File: config.mk
export PLATFORM = sky130hd
export DESIGN_NAME = snp_arith
export DESIGN_NICKNAME = d
export VERILOG_FILES = /design/src/hw/rtl/snp_pkg.sv /design/src/hw/rtl/snp_arith.sv
export SDC_FILE = /design/constraint.sdc
export NUM_CORES = 2
export LEC_CHECK = 0
export ABC_CLOCK_PERIOD_IN_PS = 22500
export BUFFER_PORTS_ARGS = -buffer_cell sky130_fd_sc_hd__buf_2
export CAP_MARGIN = 5
export CORE_ASPECT_RATIO = 1.1
export CORE_MARGIN = 4
export CORE_UTILIZATION = 60
export CTS_CLUSTER_SIZE = 8
export DETAILED_ROUTE_END_ITERATION = 6
export PLACE_DENSITY = 0.81
export SYNTH_ARGS = -nofsm -noshare
export SYNTH_HDL_FRONTEND = slang
export SYNTH_SLANG_ARGS = --single-unit
File: constraint.sdc
create_clock -name clk_i -period 22.5 [get_ports clk_i]
set_input_delay 0 -clock clk_i [delete_from_list [all_inputs] [get_ports clk_i]]
set_output_delay 0 -clock clk_i [all_outputs]
set_load 0.01 [all_outputs]
File: src/hw/rtl/snp_pkg.sv
// ----------------------------------------------------------------------------
// snp_pkg: shared types and constants for the shuffle and pairing block
// Sizes of the program population, register indexes, random stream constants
// and the request/response structs of the shared arithmetic unit.
// ----------------------------------------------------------------------------
package snp_pkg;

  // Population and store sizes.
  localparam int unsigned MAX_PROGS  = 16384;
  localparam int unsigned PROG_W     = $clog2(MAX_PROGS);
  localparam int unsigned POP_W      = PROG_W + 1;
  localparam int unsigned PAIR_DEPTH = MAX_PROGS / 2;
  localparam int unsigned PAIR_W     = $clog2(PAIR_DEPTH);
  localparam int unsigned NPOP_W     = 21;
  localparam int unsigned CELL_W     = 16;
  localparam int unsigned GRID_W     = 8;
  localparam int unsigned NICHE_W    = 5;
  localparam int unsigned THR_W      = 54;
  localparam int unsigned EPOCH_W    = 32;
  localparam int unsigned CFG_IDX_W  = 3;
  localparam int unsigned CFG_W      = 64;

  // Configuration register indexes.
  typedef enum logic [CFG_IDX_W-1:0] {
    CFG_GRID_WIDTH  = 3'd0,
    CFG_GRID_HEIGHT = 3'd1,
    CFG_NICHE_COUNT = 3'd2,
    CFG_RNG_SEED    = 3'd3,
    CFG_LONG_THR    = 3'd4
  } cfg_index_e;

  // Command codes.
  localparam logic CMD_RUN  = 1'b0;
  localparam logic CMD_READ = 1'b1;

  // Random stream constants.
  localparam logic [63:0] MIX_GOLDEN = 64'h9E3779B97F4A7C15;
  localparam logic [63:0] MIX_MUL1   = 64'hBF58476D1CE4E5B9;
  localparam logic [63:0] MIX_MUL2   = 64'h94D049BB133111EB;
  localparam logic [63:0] SEED_K     = 64'h0000000025_45F491;
  localparam logic [63:0] EPOCH_K    = 64'h00000100000001B3;

  // Operations of the shared arithmetic unit.
  typedef enum logic [1:0] {
    AOP_MULADD = 2'd0,
    AOP_MIX    = 2'd1,
    AOP_DIV    = 2'd2
  } arith_op_e;

  typedef struct packed {
    logic             start;
    arith_op_e        op;
    logic [63:0]      a;
    logic [63:0]      b;
    logic [63:0]      c;
  } arith_req_t;

  typedef struct packed {
    logic             done;
    logic [63:0]      res;
    logic [POP_W-1:0] rem;
  } arith_rsp_t;

  typedef enum logic [2:0] {
    AR_IDLE,
    AR_PRE,
    AR_MUL,
    AR_X27,
    AR_X31,
    AR_DIV,
    AR_DONE
  } arith_state_e;

  typedef enum logic [4:0] {
    ST_IDLE,
    ST_RD_WAIT,
    ST_CELL,
    ST_NPOP,
    ST_CHECK,
    ST_IDENT,
    ST_SEEDA,
    ST_SEEDB,
    ST_SEEDM,
    ST_SH_MIX,
    ST_SH_DIV,
    ST_SH_RD,
    ST_SH_WI,
    ST_SH_WJ,
    ST_FREE_CLR,
    ST_W_RDP,
    ST_W_RDF,
    ST_W_CHK,
    ST_W_MIXB,
    ST_W_JMIX,
    ST_W_JDIV,
    ST_W_NMIX,
    ST_W_NCELL,
    ST_W_NW,
    ST_W_NQ,
    ST_W_RDQ,
    ST_W_CHQ,
    ST_W_MARKQ,
    ST_W_NEXT,
    ST_FINISH
  } run_state_e;

endpackage

File: src/hw/rtl/snp_arith.sv
// ----------------------------------------------------------------------------
// snp_arith: shared multi-cycle arithmetic unit
// One 32x32 multiplier builds 64-bit low products piece by piece, used for
// multiply-add and for the splitmix64 step; a radix-16 restoring divider
// gives quotient and remainder of a 64-bit value by a narrow divisor.
// ----------------------------------------------------------------------------
module snp_arith (
  input  logic                clk_i,
  input  logic                rst_ni,
  input  snp_pkg::arith_req_t req_i,
  output snp_pkg::arith_rsp_t rsp_o
);
  import snp_pkg::*;

  arith_state_e     st_q, st_d;
  arith_op_e        op_q, op_d;
  logic [1:0]       mcnt_q, mcnt_d;
  logic [3:0]       dcnt_q, dcnt_d;
  logic             mix2_q, mix2_d;
  logic [63:0]      a_q, a_d, b_q, b_d, acc_q, acc_d, prod_q, prod_d, dvd_q, dvd_d;
  logic [POP_W-1:0] dvs_q, dvs_d, rem_q, rem_d;
  logic [31:0]      mul_a, mul_b;

  // Sequencer and datapath.
  always_comb begin
    logic [POP_W:0]   r;
    logic [POP_W-1:0] rr;
    logic [63:0]      qq;
    st_d   = st_q;
    op_d   = op_q;
    mcnt_d = mcnt_q;
    dcnt_d = dcnt_q;
    mix2_d = mix2_q;
    a_d    = a_q;
    b_d    = b_q;
    acc_d  = acc_q;
    prod_d = prod_q;
    dvd_d  = dvd_q;
    dvs_d  = dvs_q;
    rem_d  = rem_q;
    rsp_o.done = 1'b0;
    rsp_o.res  = (op_q == AOP_DIV) ? dvd_q : acc_q;
    rsp_o.rem  = rem_q;

    // Partial product operands: low x low, low x high, high x low.
    mul_a = (mcnt_q == 2'd2) ? a_q[63:32] : a_q[31:0];
    mul_b = (mcnt_q == 2'd1) ? b_q[63:32] : b_q[31:0];

    // Four restoring division steps, one quotient bit each.
    rr = rem_q;
    qq = dvd_q;
    for (int s = 0; s < 4; s++) begin
      r  = {rr, qq[63]};
      qq = {qq[62:0], 1'b0};
      if (r >= {1'b0, dvs_q}) begin
        r     = r - {1'b0, dvs_q};
        qq[0] = 1'b1;
      end
      rr = r[POP_W-1:0];
    end

    unique case (st_q)
      AR_IDLE: begin
        if (req_i.start) begin
          op_d = req_i.op;
          unique case (req_i.op)
            AOP_MULADD: begin
              a_d    = req_i.a;
              b_d    = req_i.b;
              acc_d  = req_i.c;
              mcnt_d = 2'd0;
              st_d   = AR_MUL;
            end
            AOP_MIX: begin
              acc_d = req_i.a + MIX_GOLDEN;
              st_d  = AR_PRE;
            end
            AOP_DIV: begin
              dvd_d  = req_i.a;
              dvs_d  = req_i.b[POP_W-1:0];
              rem_d  = '0;
              dcnt_d = 4'd0;
              st_d   = AR_DIV;
            end
            default: st_d = AR_DONE;
          endcase
        end
      end
      AR_PRE: begin
        a_d    = acc_q ^ (acc_q >> 30);
        b_d    = MIX_MUL1;
        acc_d  = '0;
        mcnt_d = 2'd0;
        mix2_d = 1'b0;
        st_d   = AR_MUL;
      end
      AR_MUL: begin
        mcnt_d = mcnt_q + 2'd1;
        prod_d = mul_a * mul_b;
        unique case (mcnt_q)
          2'd0: acc_d = acc_q;
          2'd1: acc_d = acc_q + prod_q;
          default: acc_d = acc_q + (prod_q << 32);
        endcase
        if (mcnt_q == 2'd3) begin
          if (op_q == AOP_MIX) begin
            st_d = mix2_q ? AR_X31 : AR_X27;
          end else begin
            st_d = AR_DONE;
          end
        end
      end
      AR_X27: begin
        a_d    = acc_q ^ (acc_q >> 27);
        b_d    = MIX_MUL2;
        acc_d  = '0;
        mcnt_d = 2'd0;
        mix2_d = 1'b1;
        st_d   = AR_MUL;
      end
      AR_X31: begin
        acc_d = acc_q ^ (acc_q >> 31);
        st_d  = AR_DONE;
      end
      AR_DIV: begin
        dvd_d  = qq;
        rem_d  = rr;
        dcnt_d = dcnt_q + 4'd1;
        if (dcnt_q == 4'd15) begin
          st_d = AR_DONE;
        end
      end
      AR_DONE: begin
        rsp_o.done = 1'b1;
        st_d       = AR_IDLE;
      end
      default: st_d = AR_IDLE;
    endcase
  end

  // Control registers.
  always_ff @(posedge clk_i or negedge rst_ni) begin
    if (!rst_ni) begin
      st_q   <= AR_IDLE;
      op_q   <= AOP_MULADD;
      mcnt_q <= '0;
      dcnt_q <= '0;
      mix2_q <= 1'b0;
    end else begin
      st_q   <= st_d;
      op_q   <= op_d;
      mcnt_q <= mcnt_d;
      dcnt_q <= dcnt_d;
      mix2_q <= mix2_d;
    end
  end

  // Datapath registers.
  always_ff @(posedge clk_i) begin
    a_q    <= a_d;
    b_q    <= b_d;
    acc_q  <= acc_d;
    prod_q <= prod_d;
    dvd_q  <= dvd_d;
    dvs_q  <= dvs_d;
    rem_q  <= rem_d;
  end

endmodule

## After elaboration in Yosys (flattened, before gate mapping)

Cells that the tools add are included.

| operators by class | value |
|---|---|
| $add $sub $neg | 9 |
| $mul | 1 |
| div/mod/pow operators | 0 |
| order comparisons | 4 |
| equal/unequal tests | 21 |
| shift operators | 0 |
| muxes and demuxes | 42 |
| bitwise gates (word level) | 3 |
| reduce and logical (&&, ||, !) cells | 16 |

Operator list:

| operator | number |
|---|---|
| $mux W64 | 8 |
| $pmux W64 S2 | 3 |
| $pmux W64 S3 | 2 |
| $pmux W64 S4 | 1 |
| $add A64 B64 Y64 | 2 |
| $mux W15 | 6 |
| $add A64 B64 Y64 const B | 1 |
| $ge A16 B15 Y1 | 4 |
| $mul A32 B32 Y64 | 1 |
| $mux W32 | 2 |
| $xor A64 B33 Y64 | 1 |
| $xor A64 B34 Y64 | 1 |
| $xor A64 B37 Y64 | 1 |
| $sub A15 B15 Y15 | 4 |
| $pmux W15 S2 | 1 |
| $mux W3 | 5 |
| $pmux W3 S5 | 1 |
| $reduce_and A3 Y1 | 5 |
| $eq A3 B3 Y1 const B | 3 |
| $pmux W3 S3 | 1 |
| $eq A2 B2 Y1 const B | 4 |
| $mux W4 | 2 |
| $ne A2 B2 Y1 const B | 4 |
| $pmux W4 S2 | 1 |
| other kinds (20) | 32 |

| storage, ports and cells | value |
|---|---|
| bits in registers | 362 |
| bits in latches | 0 |
| RAM bits | 0 |
| ROM bits | 0 |
| input port bits | 197 |
| output and inout bits | 80 |
| word-level logic and storage cells | 108 |
| memories kept | 0 |

## Longest topological paths before layout

| depth | value |
|---|---|
| word-level depth | 9 |
| depth in mapped cells | 48 |
| gate-level depth less buffers | 45 |

## Worst setup path after synthesis

No wires, ideal clock.

| path | value |
|---|---|
| kind | reg2reg |
| start point | register dvs_q[1] |
| end point | register rem_q[10] (data pin) |
| library setup time | 0.266 ns |
| data arrival time | 9.929 ns |
| required time | 22.234 ns |
| slack | 12.305 ns |
| stages on the path, launching flop included | 42 |
| path buffers | 4 |
| clock period less this slack | 10.195 ns |
| cells stage by stage | edfxtp_1 > inv_1 > fa_1 > a211oi_2 > o211ai_2 > a211oi_2 > o21bai_1 > a21boi_1 > mux2_2 > ha_1 > nor2b_1 > o31a_1 > o21ai_2 > a21oi_1 > o21a_1 > nor4b_4 > buf_4 > clkbuf_1 > [6 not listed] > o21ai_1 > or3_1 > nand2b_1 > buf_2 > o221ai_1 > ha_1 > nor2b_1 > o31a_1 > o211ai_1 > nand2_1 > a41o_1 > nor4_1 > o31ai_1 > a211o_1 > a211oi_4 > buf_6 > mux2i_1 > nor2_1 |

| on the way | value |
|---|---|
| longest elaborated chain between the ends | 9 |
| elaborated cells between the ends (all ways) | 13 |
| classes of those cells | add/sub (4); order compare (4); mux (5) |

RTL lines:

| element | line | RTL |
|---|---|---|
| from (decl) | snp_arith.sv:21 | `logic [POP_W-1:0] dvs_q, dvs_d, rem_q, rem_d;` |
| from (signal assigned) | snp_arith.sv:165 | `dvs_q <= dvs_d;` |
| $sub A15 B15 Y15 or $ge A16 B15 Y1 (tied branches) | snp_arith.sv:56, snp_arith.sv:55 |  |
| $mux W15 | snp_arith.sv:55 | `if (r >= {1'b0, dvs_q}) begin` |
| $sub A15 B15 Y15 or $ge A16 B15 Y1 (tied branches) | snp_arith.sv:56, snp_arith.sv:55 |  |
| $mux W15 | snp_arith.sv:55 |  |
| $sub A15 B15 Y15 or $ge A16 B15 Y1 (tied branches) | snp_arith.sv:56, snp_arith.sv:55 |  |
| $mux W15 | snp_arith.sv:55 |  |
| $sub A15 B15 Y15 or $ge A16 B15 Y1 (tied branches) | snp_arith.sv:56, snp_arith.sv:55 |  |
| $mux W15 (*) | snp_arith.sv:55 |  |
| $pmux W15 S2 (*) | snp_arith.sv:62 | `unique case (st_q)` |
| to (signal assigned) | snp_arith.sv:166 | `rem_q <= rem_d;` |
| to (decl) | snp_arith.sv:21 |  |

Every way passes the cells marked *; elsewhere a longest branch is shown, timed or not.
A chain may end at the register's enable or synchronous reset.

## Worst setup path in the final report

| path | value |
|---|---|
| start point | register dvs_q[1] |
| end point | register rem_q[0] (data pin) |

| on the way | value |
|---|---|
| longest elaborated chain between the ends | 9 |
| elaborated cells between the ends (all ways) | 12 |
| classes of those cells | add/sub (3); order compare (4); mux (5) |

RTL lines:

| element | line |
|---|---|
| $sub A15 B15 Y15 or $ge A16 B15 Y1 (tied branches) | snp_arith.sv:56, snp_arith.sv:55 |
| $mux W15 | snp_arith.sv:55 |
| $sub A15 B15 Y15 or $ge A16 B15 Y1 (tied branches) | snp_arith.sv:56, snp_arith.sv:55 |
| $mux W15 | snp_arith.sv:55 |
| $sub A15 B15 Y15 or $ge A16 B15 Y1 (tied branches) | snp_arith.sv:56, snp_arith.sv:55 |
| $mux W15 | snp_arith.sv:55 |
| $ge A16 B15 Y1 (*) | snp_arith.sv:55 |
| $mux W15 (*) | snp_arith.sv:55 |
| $pmux W15 S2 (*) | snp_arith.sv:62 |

Marks and branches as above.

==> flow_summary.yaml <==
setup_path:
  cp-end-kind: "flip-flop"
  critPathArrivalTime_ps: 12680
  cp.required_ps: 22930
  cp-start-kind: "flip-flop"
  cp_slowest_cell: "a211oi_4"
  r2r_slack_ps: 10250
  critical_path_class: "reg -> reg"
  crit_path_max_fanout: 29
  crit_family: "compound AO/OA/AOI/OAI gates"
  critical_path.max_stage_delay_ps: 880
  crit_buf_inv: 3
cts:
  ctsHtreeMaxLevel: 2
  cts_resized: 0
  clkLatencyLatePin_ps: 670
  numCtsBuffers: 52
  cts_setup_buffers: 0
  worst_setup_hold_path_clk_slew_ps: 60
  clockBufferDepth: 3
  cts_tree: "yes"
  postCtsHoldBufs: 219
  cts.sinks: 362
  root_buffer: "clkbuf_16"
timing:
  slew_violations: 0
  max_freq_ghz: 0.0816
  fin_crit_sh_pct: 54.4
  hold_viol: 0
  setup_viol: 0
  slew_headroom_pct: 17.6
  rsz0062_at_grt: "false"
  tns_ps: 0
  skew_ps: 81.5
  worst_slew_pin_slew_ps: 1200
  holdWs_ps: 28.4
  fin_crit_ps: 12250
floorplan:
  dieArea_um2: 104000
  rows: 120
  coreArea_um2: 97700
  io_pins: 277
  start_util_pct: 60.6
  die_w_um: 308
  die_y_um: 338
detailed_routing:
  ant_nets: 0
  wl_met2_um: 92500
  routed_wl_um: 208000
  drtIter0Drc: 5272
  firstDrtPassIters: 7
  wl_met3_um: 24900
  drc_errors: 0
  routedWlPerCell_um: 25.8
  dr.max_layer_used: "met5"
  num_vias: 50843
  wl_met1_um: 73200
  viasPerCell: 6.31
final_layout:
  fillers: 7412
  syn2layout_area_growth_pct: 10.8
  fin_nets: 8283
  drive_gt1_share_pct: 10.5
logic_synthesis:
  syn_inst: 6402
  yosysWarningCount: 0
  synth-edff-count: 350
  synth_nets: 7928
  ys_async_sr_fraction_pct: 3.31
  synth.distinct_cells: 93
  syn_area_um2: 59300
  ys_seq_elements: 362
  ys_seq_area_share_pct: 18.2
  synth.avg_cell_area_um2: 9.26
  synth_flop_cell: "edfxtp_1"
worst_hold_path:
  hold_class: "in -> reg"
job:
  cap_violations: 0
place:
  place_congestion: 1.05
  port_buffers: 276
  hpwl_um: 159000
global_routing:
  groute.usage.overall_pct: 40.4
  overflow: 0
  first_global_vias: 52880
  grt_start_max_net_pins: 72
  antenna_found_initial: 16
  grt_pass1_wl_um: 316000
run_status:
  status: "finished, final reports clean"
==> placed cells by master (no fill, tap or decap), types with 33 or more instances in the layout <==
| cell | n |
|---|---|
| nand2_1 | 1059 |
| inv_1 | 1033 |
| fa_1 | 902 |
| ha_1 | 424 |
| nor2_1 | 397 |
| edfxtp_1 | 350 |
| buf_2 | 276 |
| o21ai_0 | 235 |
| mux2_2 | 222 |
| a21oi_1 | 221 |
| dlygate4sd3_1 | 219 |
| xor2_1 | 165 |
| xnor2_1 | 149 |
| a21o_1 | 121 |
| mux2i_1 | 117 |
| buf_4 | 99 |
| and2_1 | 55 |
| clkbuf_16 | 52 |
| nand3_1 | 51 |
| nand2b_1 | 37 |
| nor3_1 | 36 |
| nand4_1 | 33 |
==> synth_stat cells, drive strengths merged (51+ instances only) <==
| library cell | instances | area [um^2] |
|---|---|---|
| nand2 | 1059 | 3980 |
| fa | 902 | 18100 |
| inv | 1034 | 3880 |
| nand3 | 51 | 255 |
| ha | 427 | 5340 |
| mux2i | 126 | 1260 |
| mux2 | 222 | 2500 |
| edfxtp | 350 | 10500 |
| xor2 | 165 | 1450 |
| xnor2 | 149 | 1310 |
| nor2 | 401 | 1510 |
| a21oi | 223 | 1120 |
| o21ai | 245 | 1230 |
| and2 | 56 | 350 |
| a21o | 121 | 908 |
| clkbuf | 254 | 956 |
==> worst reg2reg max path: cells and delay by family (launching register included) <==
kind / cells / cell delay [ps]
compound gates: 21 / 5930
simple gates: 9 / 2530
fa+ha+maj: 4 / 1570
mux: 2 / 790
buf+inv: 3 / 760
flops: 1 / 490
==> cells by family (layout without fill, tap and decap cells) <==
kind of cell    Yosys count  in the layout  synth area share (%)
buf+inv                1327           1697                  8.44
other cells               0             10                     0
compound gates          920            920                  9.98
xor+xnor                314            314                  4.64
flops                   362            362                  18.2
simple gates           1802           1802                  12.9
fa+ha+maj              1329           1329                  39.5
mux                     348            348                  6.35
==> final timing paths <==
kind | start | end | depth (start not counted)
max reg2reg | dvs_q[1] | rem_q[0] | 39
min | req_i[28] | acc_q[28] | 5
min reg2reg | mix2_q | mix2_q | 2
max in group asynchronous | rst_ni | st_q[1] | 3
min in group asynchronous | rst_ni | dcnt_q[1] | 3
max | dvs_q[1] | rem_q[0] | 39
==> cell type report <==
| class | count | area (um^2) | share of cell area [%] |
|---|---|---|---|
| antenna | 10 | 25.0 | 0.0381 |
| clock buffer | 65 | 1370 | 2.09 |
| clock inverter | 4 | 88.8 | 0.135 |
| inverter | 1034 | 3880 | 5.91 |
| multi-input combinational | 4713 | 43600 | 66.4 |
| sequential | 362 | 10800 | 16.5 |
| tap | 1281 | 1600 | 2.44 |
| timing repair buffer | 594 | 4320 | 6.57 |
==> per-layer routing <==
metal | global-route usage [%] | vias up
li1 | - | 21414
met1 | 49.7 | 24911
met2 | 63.6 | 3495
met3 | 11.1 | 1015
met4 | 24.9 | 8
met5 | 1.12 | -
==> per-stage QoR <==
step | cells | setup WS (ps) | instance area [um^2] | utilization, %
2_1_floorplan | 6402 | 12300 | 59300 | -
3_3_place_gp | 7765 | 10550 | 62000 | 63.4
5_1_grt | 8057 | 9390 | 65700 | 67.2
6_report | 8063 | 10250 | 65700 | 67.2
4_1_cts | 8053 | 10330 | 65600 | 67.2
3_5_place_dp | 7765 | 10430 | 62000 | 63.4
==> flip-flops by register name (all words and copies together) (netlist names) <==
| name | cells |
|---|---|
| dvd_q | 64 |
| st_q | 3 |
| rem_q | 15 |
| a_q | 64 |
| dcnt_q | 4 |
| prod_q | 64 |
| dvs_q | 15 |
| op_q | 2 |
| b_q | 64 |
| mix2_q | 1 |
| acc_q | 64 |
| mcnt_q | 2 |
Power is not shown: default switching activity piles up to over one toggle a cycle in this logic, so the estimate is an artifact.
